===== config.mk =====
export PLATFORM = sky130hd
export DESIGN_NAME = der_tlv_header_parser_unit
export DESIGN_NICKNAME = d
export VERILOG_FILES = /design/src/dtlv_pkg.sv /design/src/dtlv_step.sv /design/src/der_tlv_header_parser_unit.sv
export SDC_FILE = /design/constraint.sdc
export NUM_CORES = 1
export LEC_CHECK = 0
export BUFFER_PORTS_ARGS = -buffer_cell sky130_fd_sc_hd__buf_2
export CAP_MARGIN = 30
export CORE_MARGIN = 2
export CORE_UTILIZATION = 30
export DETAILED_ROUTE_END_ITERATION = 16
export GPL_TIMING_DRIVEN = 0
export SLEW_MARGIN = 10
export SYNTH_ARGS = -nofsm -noshare
export SYNTH_HDL_FRONTEND = slang
export SYNTH_HIERARCHICAL = 1
export SYNTH_SLANG_ARGS = --single-unit

===== constraint.sdc =====
create_clock -name clock -period 10.3 [get_ports clock]
set_input_delay 1.545 -clock clock [delete_from_list [all_inputs] [get_ports clock]]
set_output_delay 1.545 -clock clock [all_outputs]
set_load 0.01 [all_outputs]

===== src/dtlv_pkg.sv =====
// Shared types and constants for the DER TLV header parser.
// Used by dtlv_step and der_tlv_header_parser_unit; depends on nothing else.

package dtlv_pkg;

   localparam int MAX_LEN_BYTES = 4;
   localparam int LEN_CNT_W     = $clog2(MAX_LEN_BYTES + 1);

   localparam logic [7:0] TAG_BIT_STRING = 8'h03;
   localparam logic [4:0] TAG_LONG_FORM  = 5'h1f;
   localparam logic [2:0] MAX_UNUSED     = 3'd7;

   typedef enum logic [4:0] {
      PH_TAG      = 5'b00001,
      PH_LEN      = 5'b00010,
      PH_LENX     = 5'b00100,
      PH_BITFIRST = 5'b01000,
      PH_BITREST  = 5'b10000
   } phase_type;

   typedef enum logic [1:0] {
      ST_OK    = 2'd0,
      ST_END   = 2'd1,
      ST_BAD   = 2'd2,
      ST_UNSUP = 2'd3
   } status_type;

   typedef struct packed {
      logic       func;
      logic [7:0] data_byte;
      logic       is_last_available;
   } item_type;

   typedef struct packed {
      status_type  status;
      logic [7:0]  tag;
      logic [30:0] length;
      logic [2:0]  header_len;
   } result_type;

   typedef struct packed {
      phase_type              phase;
      logic [7:0]             tag_held;
      logic [31:0]            length_acc;
      logic [LEN_CNT_W-1:0]   length_bytes_left;
      logic [2:0]             header_count;
      logic [30:0]            content_left;
      logic [2:0]             unused_bits;
   } state_type;

endpackage


===== src/dtlv_step.sv =====
// Next-state and result logic of the parser for one byte transaction.
// Depends on dtlv_pkg.

module dtlv_step (
   input  dtlv_pkg::item_type   item,
   input  dtlv_pkg::state_type  cur,
   output dtlv_pkg::state_type  nxt,
   output logic                 emit,
   output dtlv_pkg::result_type result
);

   dtlv_pkg::status_type st;
   logic                 fin_hdr;
   logic                 fin_bits;
   logic [2:0]           bits_u;
   logic [7:0]           mask;
   logic [7:0]           b;
   logic                 last;
   logic [6:0]           n;

   always_comb begin
      nxt      = cur;
      emit     = 1'b0;
      st       = dtlv_pkg::ST_OK;
      fin_hdr  = 1'b0;
      fin_bits = 1'b0;
      bits_u   = '0;
      b        = item.data_byte;
      last     = item.is_last_available;
      n        = b[6:0];
      mask     = '0;

      if (!item.func) begin
         emit = 1'b1;
         if (cur.phase == dtlv_pkg::PH_TAG) begin
            st               = dtlv_pkg::ST_END;
            nxt.tag_held     = '0;
            nxt.header_count = '0;
         end else begin
            st = dtlv_pkg::ST_BAD;
         end
      end else begin
         unique case (cur.phase)
            dtlv_pkg::PH_TAG: begin
               nxt.tag_held     = b;
               nxt.header_count = 3'd1;
               nxt.length_acc   = '0;
               if (last) begin
                  emit = 1'b1;
                  st   = dtlv_pkg::ST_BAD;
               end else if (b[4:0] == dtlv_pkg::TAG_LONG_FORM) begin
                  emit = 1'b1;
                  st   = dtlv_pkg::ST_UNSUP;
               end else begin
                  nxt.phase = dtlv_pkg::PH_LEN;
               end
            end
            dtlv_pkg::PH_LEN: begin
               nxt.header_count = 3'd2;
               if (b[7]) begin
                  if (n == '0) begin
                     emit = 1'b1;
                     st   = dtlv_pkg::ST_BAD;
                  end else if (last) begin
                     emit = 1'b1;
                     st   = dtlv_pkg::ST_BAD;
                  end else if (n > 7'(dtlv_pkg::MAX_LEN_BYTES)) begin
                     emit = 1'b1;
                     st   = dtlv_pkg::ST_UNSUP;
                  end else begin
                     nxt.length_bytes_left = n[dtlv_pkg::LEN_CNT_W-1:0];
                     nxt.length_acc        = '0;
                     nxt.phase             = dtlv_pkg::PH_LENX;
                  end
               end else begin
                  nxt.length_acc = {24'd0, b};
                  fin_hdr        = 1'b1;
               end
            end
            dtlv_pkg::PH_LENX: begin
               nxt.length_acc        = {cur.length_acc[23:0], b};
               nxt.length_acc[31]    = cur.length_acc[23] | (|cur.length_acc[31:23]);
               nxt.header_count      = cur.header_count + 3'd1;
               nxt.length_bytes_left = cur.length_bytes_left - dtlv_pkg::LEN_CNT_W'(1);
               if (nxt.length_bytes_left == '0) begin
                  fin_hdr = 1'b1;
               end else if (last) begin
                  emit = 1'b1;
                  st   = dtlv_pkg::ST_BAD;
               end
            end
            dtlv_pkg::PH_BITFIRST: begin
               if (b > {5'd0, dtlv_pkg::MAX_UNUSED}) begin
                  emit = 1'b1;
                  st   = dtlv_pkg::ST_BAD;
               end else begin
                  nxt.unused_bits  = b[2:0];
                  nxt.content_left = cur.content_left - 31'd1;
                  if (nxt.content_left == '0) begin
                     fin_bits = 1'b1;
                     bits_u   = b[2:0];
                  end else if (last) begin
                     emit = 1'b1;
                     st   = dtlv_pkg::ST_BAD;
                  end else begin
                     nxt.phase = dtlv_pkg::PH_BITREST;
                  end
               end
            end
            dtlv_pkg::PH_BITREST: begin
               nxt.content_left = cur.content_left - 31'd1;
               if (nxt.content_left == '0) begin
                  fin_bits = 1'b1;
                  bits_u   = cur.unused_bits;
               end else if (last) begin
                  emit = 1'b1;
                  st   = dtlv_pkg::ST_BAD;
               end
            end
            default: begin
               nxt.phase = dtlv_pkg::PH_TAG;
            end
         endcase
      end

      if (fin_hdr) begin
         if (nxt.length_acc[31]) begin
            emit = 1'b1;
            st   = dtlv_pkg::ST_UNSUP;
         end else if (nxt.tag_held == dtlv_pkg::TAG_BIT_STRING) begin
            if (nxt.length_acc == '0 || last) begin
               emit = 1'b1;
               st   = dtlv_pkg::ST_BAD;
            end else begin
               nxt.content_left = nxt.length_acc[30:0];
               nxt.phase        = dtlv_pkg::PH_BITFIRST;
            end
         end else begin
            emit = 1'b1;
            st   = dtlv_pkg::ST_OK;
         end
      end

      if (fin_bits) begin
         mask = ~(8'hff << bits_u);
         emit = 1'b1;
         st   = ((b & mask) != '0) ? dtlv_pkg::ST_BAD : dtlv_pkg::ST_OK;
      end

      result.status     = st;
      result.tag        = nxt.tag_held;
      result.length     = (st == dtlv_pkg::ST_OK) ? nxt.length_acc[30:0] : '0;
      result.header_len = nxt.header_count;
      if (emit) begin
         nxt.phase = dtlv_pkg::PH_TAG;
      end
   end

endmodule


===== src/der_tlv_header_parser_unit.sv =====
// Top level of the DER TLV header parser: input register, parser state and result register.
// Depends on dtlv_pkg and dtlv_step.

// The unit takes one byte of a DER encoding per transaction and returns at most one
// result per transaction: status, tag, content length and header length of one element.
// It accepts a transaction in every cycle except for the stall below. The parser state is
// updated by a single pass of the step logic between the input register and the result
// register; a result appears once the byte that ends it has passed both. A result waiting on
// rsp_tready stalls the input only when the next byte would produce a result of its own.

module der_tlv_header_parser_unit (
   input  logic        clock,
   input  logic        reset,
   input  logic        req_tvalid,
   output logic        req_tready,
   input  logic [7:0]  req_tdata,   // data_byte
   input  logic        req_tuser,   // func
   input  logic        req_tlast,   // is_last_available
   output logic        rsp_tvalid,
   input  logic        rsp_tready,
   output logic [47:0] rsp_tdata,   // tag [7:0], length [38:8], header_len [41:39], zero
   output logic [1:0]  rsp_tuser    // status
);

   logic                 in_valid_ff;
   logic                 in_valid_in;
   dtlv_pkg::item_type   in_item_ff;
   dtlv_pkg::state_type  state_ff;
   dtlv_pkg::state_type  state_in;
   logic                 out_valid_ff;
   logic                 out_valid_in;
   dtlv_pkg::result_type out_res_ff;
   dtlv_pkg::result_type step_res;
   logic                 step_emit;
   logic                 advance;

   dtlv_step u_step (
      .item   (in_item_ff),
      .cur    (state_ff),
      .nxt    (state_in),
      .emit   (step_emit),
      .result (step_res)
   );

   assign advance      = in_valid_ff && (!step_emit || !out_valid_ff || rsp_tready);
   assign req_tready   = !in_valid_ff || advance;
   assign in_valid_in  = (req_tvalid && req_tready) || (in_valid_ff && !advance);
   assign out_valid_in = (advance && step_emit) || (out_valid_ff && !rsp_tready);

   always_ff @(posedge clock) begin
      if (reset) begin
         in_valid_ff                <= 1'b0;
         out_valid_ff               <= 1'b0;
         state_ff.phase             <= dtlv_pkg::PH_TAG;
         state_ff.tag_held          <= '0;
         state_ff.length_acc        <= '0;
         state_ff.length_bytes_left <= '0;
         state_ff.header_count      <= '0;
         state_ff.content_left      <= '0;
         state_ff.unused_bits       <= '0;
      end else begin
         in_valid_ff  <= in_valid_in;
         out_valid_ff <= out_valid_in;
         if (advance) begin
            state_ff <= state_in;
         end
      end
   end

   always_ff @(posedge clock) begin
      if (req_tvalid && req_tready) begin
         in_item_ff.func              <= req_tuser;
         in_item_ff.data_byte         <= req_tdata;
         in_item_ff.is_last_available <= req_tlast;
      end
      if (advance && step_emit) begin
         out_res_ff <= step_res;
      end
   end

   assign rsp_tvalid = out_valid_ff;
   assign rsp_tuser  = out_res_ff.status;
   assign rsp_tdata  = {6'd0, out_res_ff.header_len, out_res_ff.length, out_res_ff.tag};

endmodule

; ---- Word level (Yosys, flattened, before mapping)
; Index checks and enable logic that the tools add are counted.
[op_classes]
add_sub_neg = 3
order_cmp = 2
n_eq_ne = 11
shifts = 1
mux = 87
bitwise_logic = 4
n_reduce_logical = 27
[op_table]
columns = op, n
row1 = $mux 35, 4
row2 = $mux 31, 4
row3 = $pmux 32 s3, 1
row4 = $mux 5, 15
row5 = $mux 34, 2
row6 = $pmux 31 s2, 1
row7 = $mux 2, 18
row8 = $logic_not 32->1, 1
row9 = $mux 32, 1
row10 = $logic_not 31->1, 1
row11 = $sub 31x1->31 const B, 1
row12 = $mux 3, 8
row13 = $mux 8, 3
row14 = $mux 1, 22
row15 = $pmux 5 s4, 1
row16 = $pmux 3 s2, 2
row17 = $eq 5x5->1 const B, 2
row18 = $pmux 2 s5, 1
row19 = $pmux 3 s3, 1
row20 = $reduce_or 9->1, 1
row21 = $and 8x8->8, 1
row22 = $eq 8x2->1 const B, 1
row23 = $gt 8x3->1 const B, 1
row24 = $ne 2x2->1 const B, 4
row25 = other kinds (24), 38
[totals]
regBits = 141
inputBits = 14
out_inout_bits = 52
elab_cells = 151

; ---- Logic depth before layout (Yosys ltp)
; Gate-level depths: netlist of run 1.
[depth]
word_depth = 21
ltp_mapped = 14

; ---- Modules after synthesis
; The synthesis of run 1 kept the hierarchy.
[by_module_without_submodules]
columns = module, n_inst, cells_each, area_each_um2
row1 = der_tlv_header_parser_unit, 1, 441, 5552.8
row2 = dtlv_step, 1, 541, 3158.0

; ---- Worst setup path after synthesis of run 1
; OpenSTA, ideal clock, no wires.
[synth_timing]
path_kind = register -> register
from = register state_ff[3] (netlist bit)
to = register out_res_ff (netlist bit rsp_tdata[0]) (enable)
t_arrival_ns = 4.200
required_ns = 9.894
setup_slack_ns = 5.694
path_stages_with_launch = 15
n_path_buf = 3
cell_sequence = dfxtp_1 inv_1 ha_1 nor3b_1 and4_1 and3_1 or4b_1 a2111oi_4 o21ai_1 nand3b_4 a21boi_2 buf_6 buf_6 buf_6 and2_1
[synth_via]
elab_chain_len = 16
[synth_rtl]
columns = item, line
row1 = start: declaration, der_tlv_header_parser_unit.sv:28  ; dtlv_pkg::state_type state_ff;
row2 = start signal: assignment, der_tlv_header_parser_unit.sv:65  ; state_ff <= state_in;
row3 = $sub 31x1->31 (*), "dtlv_step.sv:98, dtlv_step.sv:111"
row4 = $logic_not 31->1 (*), "dtlv_step.sv:99, dtlv_step.sv:112"
row5 = $mux 1, dtlv_step.sv:99  ; if (nxt.content_left == '0) begin
row6 = $mux 1, dtlv_step.sv:93  ; if (b > {5'd0, dtlv_pkg::MAX_UNUSED}) begin
row7 = $pmux 1 s5, dtlv_step.sv:43  ; unique case (cur.phase)
row8 = $mux 1, dtlv_step.sv:33  ; if (!item.func) begin
row9 = $mux 1, dtlv_step.sv:131  ; if (nxt.length_acc == '0 || last) begin
row10 = $mux 1, dtlv_step.sv:130  ; end else if (nxt.tag_held == dtlv_pkg::TAG_BIT_STRING) begin
row11 = $mux 1, dtlv_step.sv:127  ; if (nxt.length_acc[31]) begin
row12 = $mux 1, dtlv_step.sv:126  ; if (fin_hdr) begin
row13 = $mux 1 (*), dtlv_step.sv:144  ; if (fin_bits) begin
row14 = net step_emit, der_tlv_header_parser_unit.sv:34  ; logic step_emit;
row15 = $logic_not 1->1, der_tlv_header_parser_unit.sv:45  ; assign advance = in_valid_ff && (!step_emit || !out_valid_ff || rsp_tready);
row16 = $logic_or 1x1->1 (2 in series), der_tlv_header_parser_unit.sv:45
row17 = $logic_and 1x1->1, der_tlv_header_parser_unit.sv:45
row18 = $logic_and 1x1->1 (*), der_tlv_header_parser_unit.sv:76  ; if (advance && step_emit) begin
row19 = end signal: assignment, der_tlv_header_parser_unit.sv:77  ; out_res_ff <= step_res;
row20 = end: declaration, der_tlv_header_parser_unit.sv:32  ; dtlv_pkg::result_type out_res_ff;
; Mark *: on every way through the listed nets, which the timed path passes. The rest lies on a longest branch.
; A chain may end at the register's enable or synchronous reset.

; ---- Final worst setup path of run 1
[layout_timing]
from = register state_ff[5] (netlist bit)
to = output port req_tready
[layout_via]
elab_chain_len = 16
[layout_rtl]
columns = item, line
row1 = $sub 31x1->31 (*), "dtlv_step.sv:98, dtlv_step.sv:111"
row2 = $logic_not 31->1 (*), "dtlv_step.sv:99, dtlv_step.sv:112"
row3 = $mux 1, dtlv_step.sv:99
row4 = $mux 1, dtlv_step.sv:93
row5 = $pmux 1 s5, dtlv_step.sv:43
row6 = $mux 1, dtlv_step.sv:33
row7 = $mux 1, dtlv_step.sv:131
row8 = $mux 1, dtlv_step.sv:130
row9 = $mux 1, dtlv_step.sv:127
row10 = $mux 1, dtlv_step.sv:126
row11 = $mux 1 (*), dtlv_step.sv:144
row12 = net step_emit, der_tlv_header_parser_unit.sv:34
row13 = $logic_not 1->1 (*), der_tlv_header_parser_unit.sv:45
row14 = $logic_or 1x1->1 (*) (2 in series), der_tlv_header_parser_unit.sv:45
row15 = $logic_and 1x1->1 (*), der_tlv_header_parser_unit.sv:45
row16 = $logic_or 1x1->1 (*), der_tlv_header_parser_unit.sv:46  ; assign req_tready = !in_valid_ff || advance;
row17 = end: declaration, der_tlv_header_parser_unit.sv:15  ; output logic req_tready,
; Marked as above.

==> impl_metrics.tcl, run 1 <==
set metrics [dict create \
    rows 62 \
    num-nets-final 1085 \
    routedWlPerCell_um 17.1 \
    clock_tree.root_cell "sky130_fd_sc_hd__clkbuf_16" \
    tritoncts_num_sinks 141 \
    total_grt_usage_pct 16.8 \
    area_growth_pct 16.5 \
    fillerInstances 2953 \
    diodes 0 \
    worstPathMaxFanout 10 \
    category_of_the_most_critical_setup_path "reg2out" \
    route.antenna.remaining_nets 0 \
    dominantRegCellSynth "sky130_fd_sc_hd__dfxtp_1" \
    vias_in_the_first_global_route 7191 \
    final_critical_path_share_of_the_clock_period_pct 52.0 \
    initial_antenna_violation_count 0 \
    max_cap_violations 0 \
    placement.io_buffers 58 \
    syn_inst 982 \
    setup_viol 0 \
    yosysSeqAreaShare_pct 38.6 \
    status "complete, no violations" \
    clock_latency_ns 0.43 \
    ios 66 \
    tritoncts_clock_tree "built" \
    design.die.area_sq_um 30400 \
    critical_path_arrival_ns 3.82 \
    ctsLongestPathBuffers 2 \
    final.setup.tns_ns 0 \
    die_outline_height_um 174 \
    gp_congestion 0.916 \
    power.density_cell_area_nw_per_um2 135 \
    power.static_leakage_nw 3.98 \
    clk_pin_slew_worst_paths_ns 0.06 \
    finalCoreUtilization_pct 35.5 \
    synth_area_per_cell_sq_um 8.87 \
    synth_async_sr_flop_share_pct 0 \
    drive_gt1_share_pct 14.8 \
    cts.htree.levels 4 \
    timing.clock.skew_ns 0.0116 \
    hold_viol 0 \
    worstHoldPathType "reg2reg" \
    post_synth_num_cell_types 69 \
    remaining_drc_errors 0 \
    syn_area_sq_um 8710 \
    final-max-slew-violation-count 0 \
    quantity_of_hold_fixing_buffers_added_after_cts 0 \
    area_of_combinational_cells_with_multiple_inputs_sq_um 4730 \
    timing.slew.headroom_pct 44.1 \
    setup.worst_path.end_class "output pin" \
    worst_slew_pin_slew_ns 0.832 \
    seq_area_sq_um 3360 \
    ys.warnings.count 6 \
    routed_wl_um 25100 \
    post-route-min-period_ns 5.36 \
    start_util_pct 30.4 \
    via_density_per_instance 5.01 \
    maximum_number_of_pins_on_one_net_before_global_route_repair 24 \
    congestion_overflow_gr 0 \
    timing.critical_path.required_ns 8.76 \
    detailedRoute.firstIterationViolations 619 \
    core_area_sq_um 28600 \
    post_cts_resize_count 0 \
    worstSetupStartpointType "flip-flop" \
    grt_pass1_wl_um 40000 \
    post_cts_buffers 0 \
    dr_total_vias 7330 \
    drt_first_pass_iters 7 \
    synth_enable_flop_cells 54 \
    max_freq_mhz 187 \
    worst_ir_drop_vdd_uv 98.6 \
    grt_setup_unrepaired "false" \
    cts-buffers-inserted 17 \
    floorplan.die.width_um 174 \
    yosys_register_bits 141 \
    place.detailed.hpwl_um 18100 \
]
==> cell usage in the layout, fill, tap and decap left out, drive strengths merged, types with 11 or more instances in the layout <==
| cell type | synthesis | layout |
|---|---|---|
| a22oi | 31 | 31 |
| edfxtp | 54 | 54 |
| nand2 | 46 | 46 |
| or3 | 12 | 12 |
| nand3 | 11 | 11 |
| nor4 | 21 | 21 |
| dfxtp | 87 | 87 |
| inv | 44 | 48 |
| nor2 | 98 | 98 |
| nand2b | 172 | 172 |
| a21oi | 44 | 44 |
| buf | 43 | 102 |
| nor3 | 23 | 23 |
| clkbuf | 41 | 61 |
| xnor2 | 13 | 13 |
| mux2i | 87 | 87 |
| xor2 | 20 | 20 |
| o21ai | 29 | 29 |
==> synthesized netlist by cell type (9+ instances only) <==
cell type | instances | share of area [%]
sky130_fd_sc_hd__clkbuf_1 | 41 | 1.8
sky130_fd_sc_hd__nand4_1 | 9 | 0.65
sky130_fd_sc_hd__xor2_1 | 20 | 2.0
sky130_fd_sc_hd__inv_1 | 44 | 1.9
sky130_fd_sc_hd__buf_6 | 9 | 1.2
sky130_fd_sc_hd__mux2i_1 | 87 | 10
sky130_fd_sc_hd__nor3_1 | 22 | 1.3
sky130_fd_sc_hd__dfxtp_1 | 87 | 20
sky130_fd_sc_hd__edfxtp_1 | 54 | 19
sky130_fd_sc_hd__xnor2_1 | 13 | 1.3
sky130_fd_sc_hd__nor4_1 | 18 | 1.3
sky130_fd_sc_hd__nor2_1 | 88 | 3.8
sky130_fd_sc_hd__or3_1 | 12 | 0.86
sky130_fd_sc_hd__o21ai_0 | 27 | 1.6
sky130_fd_sc_hd__nand2b_1 | 172 | 12
sky130_fd_sc_hd__nand2_1 | 46 | 2.0
sky130_fd_sc_hd__buf_2 | 11 | 0.63
sky130_fd_sc_hd__a21oi_1 | 43 | 2.5
sky130_fd_sc_hd__buf_4 | 21 | 1.8
sky130_fd_sc_hd__a22oi_1 | 31 | 2.7
sky130_fd_sc_hd__nand3_1 | 11 | 0.63
sky130_fd_sc_hd__nor2_2 | 10 | 0.72
==> layer usage <==
metal  GRT usage, %  up-vias  part of all wire (%)
met5              0        -                     0
met4           6.34        0                   2.5
met3           3.04       40                   5.2
met2           26.4      233                    45
met1           22.8     3493                    47
li1               -     3564                     -
==> report_power, final <==
part / switching, W / total, W / internal [W]
sequential: 0.00000634 / 0.000597 / 0.000591
combinational: 0.0000629 / 0.000107 / 0.0000441
clock: 0.000257 / 0.000664 / 0.000408
total: 0.000326 / 0.00137 / 0.00104
==> final timing paths <==
kind / depth (start not counted) / slack [ns] / to / start
setup / recovery: 10 / 4.94 / req_tready / state_ff[5]
setup reg to reg: 14 / 5.28 / rsp_tdata[23] / state_ff[5]
hold reg to reg: 2 / 0.47 / state_ff[82] / state_ff[82]
hold / removal: 2 / 0.47 / state_ff[82] / state_ff[82]
==> final cells by class <==
| cell class | instances | share of cell area (%) |
|---|---|---|
| sequential | 141 | 33.1 |
| timing repair buffer | 60 | 3.13 |
| multi-input combinational | 718 | 46.6 |
| tap | 384 | 4.73 |
| clock inverter | 13 | 1.85 |
| clock buffer | 19 | 4.27 |
| buffer | 84 | 4.68 |
| inverter | 44 | 1.63 |
==> logic make-up (layout without fill, tap and decap cells) <==
group	after synthesis	after routing	synth area share, %
AND/OR/NAND/NOR	434	434	28.2
AO/OA/AOI/OAI	149	149	11.3
XOR/XNOR	33	33	3.32
other	1	6	0.0430
buffers and inverters	128	220	7.35
adder cells (fa/ha/maj)	5	5	0.718
multiplexers	91	91	10.5
flip-flops	141	141	38.6
==> state kept, by name, indices dropped and copies added (netlist names) <==
signal / count
in_item_ff: 10
in_valid_ff: 1
rsp_tuser: 2
state_ff: 85
rsp_tdata: 42
rsp_tvalid: 1
==> critical path, cell delays in order (launching register included) <==
cell and delay, ns:
sky130_fd_sc_hd__dfxtp_1 0.33, sky130_fd_sc_hd__buf_2 0.18, sky130_fd_sc_hd__nor3_1 0.55, sky130_fd_sc_hd__nand4_1 0.33, sky130_fd_sc_hd__o21ai_0 0.26, sky130_fd_sc_hd__or4b_1 0.50, sky130_fd_sc_hd__a2111oi_4 0.53, sky130_fd_sc_hd__o21ai_1 0.19
sky130_fd_sc_hd__nand3b_4 0.26, sky130_fd_sc_hd__nand3_1 0.12, sky130_fd_sc_hd__buf_2 0.13
==> metrics by stage <==
| step | total power (W) | hold WS (ns) | area (sq um) | std cells | setup slack (ns) |
|---|---|---|---|---|---|
| 6_report | 0.00137 | 0.475 | 10100 | 1463 | 4.94 |
| 5_1_grt | 0.00142 | 0.494 | 10100 | 1463 | 4.81 |
| 4_1_cts | 0.00138 | 0.478 | 10100 | 1462 | 5.01 |
| 3_5_place_dp | 0.000716 | 0.465 | 9520 | 1430 | 5.33 |
| 3_3_place_gp | 0.000715 | 0.458 | 9500 | 1429 | 4.40 |
| 2_1_floorplan | 0.000681 | 0.445 | 8730 | 987 | 5.69 |
Note: power is estimated with default switching activity, not from simulation.
==> run 2, diff against run 1 <==
==> constraint.sdc (replaced) <==
create_clock -name clock -period 4.5 [get_ports clock]
set_input_delay 0.675 -clock clock [delete_from_list [all_inputs] [get_ports clock]]
set_output_delay 0.675 -clock clock [all_outputs]
set_load 0.01 [all_outputs]
==> run 2 against run 1 <==
Global-route usage down 0.089 points. Sequential share of layout area down 0.082 points. Clock power up 120%. First-iteration DRC count down 1.5%. Clock skew up 0.0019 ns. Highest routed layer unchanged. Flip-flop and latch count unchanged. Cell count up 0.41%.
==> impl_metrics.tcl, run 2 (synthesis results as in run 1) <==
set metrics [dict create \
    status "complete, no violations" \
    share_comb_of_total_power_pct 8.2 \
    num-nets-final 1091 \
    worstSetupStartpointType "flip-flop" \
    ios 66 \
    initial_antenna_violation_count 0 \
    place.detailed.hpwl_um 17900 \
    timing.critical_path.required_ns 4.62 \
    detailedRoute.firstIterationViolations 610 \
    power.net_switching_w 0.000724 \
    vias_in_the_first_global_route 6948 \
    wl_met1_um 11700 \
    routed_wl_um 25000 \
    tritoncts_num_sinks 141 \
    tritoncts_clock_tree "built" \
    worst_ir_drop_vdd_uv 243 \
    cp-endpoint "rsp_tdata[25]" \
    final_critical_path_share_of_the_clock_period_pct 94.0 \
    grt_setup_unrepaired "false" \
    worstPathMaxFanout 22 \
    clkPwrFrac_pct 46.9 \
    final_worst_slack_ns 0.268 \
    drive_gt1_share_pct 15.9 \
    ctsLongestPathBuffers 2 \
    dr_total_vias 7359 \
    grt_pass1_wl_um 39800 \
    design.die.area_sq_um 30400 \
    diodes 0 \
    max_freq_mhz 236 \
    critical_path_arrival_ns 4.35 \
    route.met2.wl_um 11200 \
    setup.worst_path.end_class "flip-flop" \
    reg_to_reg_critical_path_startpoint "state_ff[7]" \
    power.static_leakage_nw 4.00 \
    timing.clock.skew_ns 0.0135 \
    timing.critical_path.from "state_ff[7]" \
    fillerInstances 2948 \
    finalPower_w 0.00304 \
    post_dp_cell_area_sq_um 9530 \
    cts.htree.levels 4 \
    final.setup.tns_ns 0 \
    final-max-slew-violation-count 0 \
    finalHoldWorstSlack_ns 0.428 \
    via_density_per_instance 5.01 \
    max_cap_violations 0 \
    ff2ff_path_depth 14 \
    top_register "state_ff" \
    post-place-ws_ns -0.450 \
    start_util_pct 30.4 \
    clock_tree.root_cell "sky130_fd_sc_hd__clkbuf_16" \
    die_outline_height_um 174 \
    clock_latency_ns 0.43 \
    worstHoldPathType "in2reg" \
    gp_congestion 0.898 \
    congestion_overflow_gr 0 \
    seq_area_sq_um 3370 \
    internal_pwr_total_w 0.00232 \
    hold_viol 0 \
    remaining_drc_errors 0 \
    largest_register_ff_count 85 \
    category_of_the_most_critical_setup_path "reg2reg" \
    met3WireLength_um 1490 \
    timing.slew.headroom_pct 43.4 \
    setup_viol 0 \
    setup.reg_to_reg.worst_slack_ns 0.27 \
    mostFrequentLayoutCells "sky130_fd_sc_hd__nand2b_1, sky130_fd_sc_hd__nor2_1, sky130_fd_sc_hd__mux2i_1" \
    post-route-min-period_ns 4.23 \
    placement.io_buffers 58 \
    worst_r2r_endpoint "rsp_tdata[25]" \
    route.antenna.remaining_nets 0 \
    share_seq_of_total_power_pct 44.9 \
    worst_slew_pin_slew_ns 0.844 \
    mostFrequentLayoutCell "sky130_fd_sc_hd__nand2b_1" \
    total_grt_usage_pct 16.7 \
    routed.top_layer "met4" \
    rows 62 \
    drt_first_pass_iters 5 \
    area_growth_pct 16.9 \
    clk_pin_slew_worst_paths_ns 0.07 \
    routedWlPerCell_um 17.0 \
    finalInstanceArea_sq_um 10200 \
    cts-buffers-inserted 17 \
    sw_frac_of_total_pct 23.8 \
    area_of_combinational_cells_with_multiple_inputs_sq_um 4750 \
    maximum_number_of_pins_on_one_net_before_global_route_repair 23 \
    power.density_cell_area_nw_per_um2 299 \
    core_area_sq_um 28600 \
    floorplan.die.width_um 174 \
]
==> run 2: cell types whose count changed in the layout (fill, tap and decap cells not counted), sizes merged <==
cell    previous run  this run
clkbuf            61        63
bufinv             4         2
and2               2         3
buf              102       108
inv               48        45
clkinv             3         5
==> run 2: how the worst min path moves through the flow <==
stage	to	depth (start not counted)	slack [ns]	from
2_1_floorplan	state_ff[27]	2	0.45	state_ff[27]
3_3_place_gp	state_ff[84]	2	0.46	state_ff[84]
3_5_place_dp	state_ff[81]	2	0.46	state_ff[81]
4_1_cts	in_item_ff[4]	1	0.41	req_tdata[3]
5_1_grt	in_item_ff[8]	1	0.41	req_tdata[7]
6_report	in_item_ff[4]	1	0.43	req_tdata[3]
==> run 2: through the flow <==
stage / utilization (%) / std cells
after floorplan: - / 987
after global placement: 33.2 / 1429
after detailed placement: 33.3 / 1431
after CTS: 35.4 / 1465
after global routing: 35.6 / 1469
final: 35.6 / 1469
==> run 2: per-layer routing <==
| layer | up-vias | global-route usage [%] |
|---|---|---|
| met5 | - | 0 |
| met4 | 0 | 6.02 |
| met3 | 36 | 3.00 |
| met2 | 251 | 26.1 |
| met1 | 3490 | 23.0 |
| li1 | 3582 | - |
==> run 2: final cells by class <==
cell class / count / area share, %
clock buffers: 22 / 4.67
well taps: 384 / 4.72
plain buffers: 84 / 4.67
inverters: 44 / 1.62
repair buffers: 65 / 3.49
flip-flops and latches: 141 / 33.1
clock inverters: 10 / 1.11
multi-input cells: 719 / 46.7
==> run 2: critical path: stages, from the launching register on <==
cell and delay, ns:
sky130_fd_sc_hd__dfxtp_1 0.31, sky130_fd_sc_hd__clkbuf_1 0.22, sky130_fd_sc_hd__or4_4 0.50, sky130_fd_sc_hd__or3_1 0.38, sky130_fd_sc_hd__o31ai_1 0.22, sky130_fd_sc_hd__nand4_1 0.18, sky130_fd_sc_hd__a2111oi_4 0.49, sky130_fd_sc_hd__o21ai_1 0.18
sky130_fd_sc_hd__nand3b_4 0.27, sky130_fd_sc_hd__a21boi_2 0.17, sky130_fd_sc_hd__buf_6 0.17, sky130_fd_sc_hd__buf_6 0.20, sky130_fd_sc_hd__buf_6 0.21, sky130_fd_sc_hd__and2_4 0.19, sky130_fd_sc_hd__buf_12 0.19
==> run 2: what timing repair did <==
item                       CTS  global route
hold buffers                 0             0
resized for setup            3             4
setup buffers                1             4
setup endpoints to repair   44            22
gates cloned                 1             0
pin swaps                    1             0
==> run 2: power by group through the flow <==
| stage | Clock [W] | Combinational, W | Sequential (W) |
|---|---|---|---|
| after floorplan | 0 | 0.000158 | 0.00140 |
| after global placement | 0 | 0.000240 | 0.00140 |
| after detailed placement | 0 | 0.000244 | 0.00139 |
| after CTS | 0.00146 | 0.000247 | 0.00137 |
| after global routing | 0.00151 | 0.000268 | 0.00137 |
| final | 0.00143 | 0.000251 | 0.00137 |
==> run 3, diff against run 2 <==
==> constraint.sdc (replaced) <==
create_clock -name clock -period 5.04 [get_ports clock]
set_input_delay 0.756 -clock clock [delete_from_list [all_inputs] [get_ports clock]]
set_output_delay 0.756 -clock clock [all_outputs]
set_load 0.01 [all_outputs]
==> run 3 against run 2 <==
Clock skew down 0.0020 ns. Clock-buffer cell count is 3 lower. Clock power is 5% lower. Critical path depth unchanged. Critical endpoint is now rsp_tdata[16]. Largest cell class unchanged. Highest routed layer unchanged.
==> impl_metrics.tcl, run 3 (synthesis results as in run 1) <==
set metrics [dict create \
    status "complete, no violations" \
    quantity_of_hold_fixing_buffers_added_after_cts 0 \
    top_register "state_ff" \
    critical_path_arrival_ns 4.97 \
    timing.clock.skew_ns 0.0114 \
    mostFrequentLayoutCells "sky130_fd_sc_hd__nand2b_1, sky130_fd_sc_hd__nor2_1, sky130_fd_sc_hd__mux2i_1, sky130_fd_sc_hd__dfxtp_1, sky130_fd_sc_hd__buf_2" \
    post-route-min-period_ns 4.84 \
    final.setup.tns_ns 0 \
    total_grt_usage_pct 16.8 \
    cts-buffers-inserted 17 \
    max_freq_mhz 206 \
    grt_setup_unrepaired "false" \
    category_of_the_most_critical_setup_path "reg2reg" \
    finalPower_w 0.00280 \
    tritoncts_clock_tree "built" \
    area_growth_pct 16.5 \
    worst_r2r_endpoint "rsp_tdata[16]" \
    ff2ff_path_depth 14 \
    grt_pass1_wl_um 40000 \
    ctsLongestPathBuffers 2 \
    clock_tree.root_cell "sky130_fd_sc_hd__clkbuf_16" \
    layoutNonFillerInstCount 1463 \
    start_util_pct 30.4 \
    worstHoldPathCells 2 \
    via_density_per_instance 5.03 \
    placement.io_buffers 58 \
    remaining_drc_errors 0 \
    reg_to_reg_critical_path_startpoint "state_ff[5]" \
    mostFrequentLayoutCell "sky130_fd_sc_hd__nand2b_1" \
    clock_latency_ns 0.43 \
    initial_antenna_violation_count 0 \
    worstPathMaxFanout 23 \
    final_worst_slack_ns 0.197 \
    hold_viol 0 \
    seq_area_sq_um 3360 \
    gp_congestion 0.916 \
    setup.worst_path.end_class "flip-flop" \
    routed_wl_um 25100 \
    detailedRoute.firstIterationViolations 603 \
    place.detailed.hpwl_um 18100 \
    hold_end "state_ff[81]" \
    design.die.area_sq_um 30400 \
    routedWlPerCell_um 17.2 \
    worstSetupStartpointType "flip-flop" \
    holdCritStartpoint "state_ff[81]" \
    area_of_combinational_cells_with_multiple_inputs_sq_um 4730 \
    worst_ir_drop_vdd_uv 201 \
    timing.slew.headroom_pct 42.4 \
    final_critical_path_share_of_the_clock_period_pct 96.1 \
    congestion_overflow_gr 0 \
    drive_gt1_share_pct 14.8 \
    vias_in_the_first_global_route 7191 \
    post-place-ws_ns 0.0736 \
    drt_first_pass_iters 6 \
    ios 66 \
    route.antenna.remaining_nets 0 \
    diodes 0 \
    fillerInstances 2953 \
    worst_slew_pin_slew_ns 0.858 \
    setup.reg_to_reg.worst_slack_ns 0.20 \
    tritoncts_num_sinks 141 \
    final-max-slew-violation-count 0 \
    maximum_number_of_pins_on_one_net_before_global_route_repair 24 \
    worstHoldPathType "reg2reg" \
    max_cap_violations 0 \
    rows 62 \
    dr_total_vias 7365 \
    largest_register_ff_count 85 \
    core_area_sq_um 28600 \
    power.static_leakage_nw 3.98 \
    cts.htree.levels 4 \
    floorplan.die.width_um 174 \
    die_outline_height_um 174 \
    clk_pin_slew_worst_paths_ns 0.06 \
    timing.critical_path.required_ns 5.17 \
    num-nets-final 1085 \
    dp.cells 1430 \
    setup_viol 0 \
    power.density_cell_area_nw_per_um2 276 \
]
## run 3: power breakdown
part / internal, W / switching, W / leakage, nW
logic: 0.0000904 / 0.000129 / 2.47
registers: 0.00121 / 0.0000130 / 1.21
clock network: 0.000833 / 0.000526 / 0.296
## run 3: area by class of cell
class / count / share of cell area, %
inverter: 44 / 1.63
sequential: 141 / 33.1
clock buffer: 19 / 4.26
buffer: 84 / 4.68
timing repair buffer: 60 / 3.13
tap: 384 / 4.73
multi-input combinational: 718 / 46.6
clock inverter: 13 / 1.85
## run 3: critical path: stages (launching register included)
cell                        delay (ns)
sky130_fd_sc_hd__dfxtp_1          0.34
sky130_fd_sc_hd__buf_2            0.19
sky130_fd_sc_hd__nor3_1           0.55
sky130_fd_sc_hd__nand4_1          0.32
sky130_fd_sc_hd__o21ai_0          0.26
sky130_fd_sc_hd__or4b_1           0.50
sky130_fd_sc_hd__a2111oi_4        0.53
sky130_fd_sc_hd__o21ai_1          0.20
sky130_fd_sc_hd__nand3b_4         0.26
sky130_fd_sc_hd__a21boi_2         0.16
sky130_fd_sc_hd__buf_6            0.17
sky130_fd_sc_hd__buf_6            0.20
sky130_fd_sc_hd__buf_6            0.20
sky130_fd_sc_hd__and2_4           0.39
sky130_fd_sc_hd__buf_12           0.24
## run 3: repair_timing
item,in CTS,in global routing
setup buffers,0,0
resized for setup,0,1
endpoints found under the setup margin,0,22
## run 3: how the worst max path moves through the flow
stage | start | to | cells past startpoint
after CTS | state_ff[3] | rsp_tdata[23] | 15
final | state_ff[5] | rsp_tdata[16] | 14
after floorplan | state_ff[3] | rsp_tdata[0] | 14
after global routing | state_ff[3] | rsp_tdata[26] | 15
after detailed placement | state_ff[3] | rsp_tdata[19] | 15
after global placement | state_ff[3] | rsp_tdata[6] | 14
## run 3: through the flow
step	cell area (sq um)	util, %	hold slack (ns)
finish	10200	35.5	0.475
CTS	10100	35.4	0.478
detailed placement	9520	33.3	0.465
floorplan	8730	-	0.445
global route	10200	35.5	0.487
global placement	9500	33.2	0.458
## run 3: routing by layer
metal	global-route usage [%]	share of wire, %	vias up
met4	6.34	2.5	0
met5	0	0	-
met2	26.4	45	240
met1	22.8	48	3520
li1	-	-	3562
met3	3.04	4.6	43
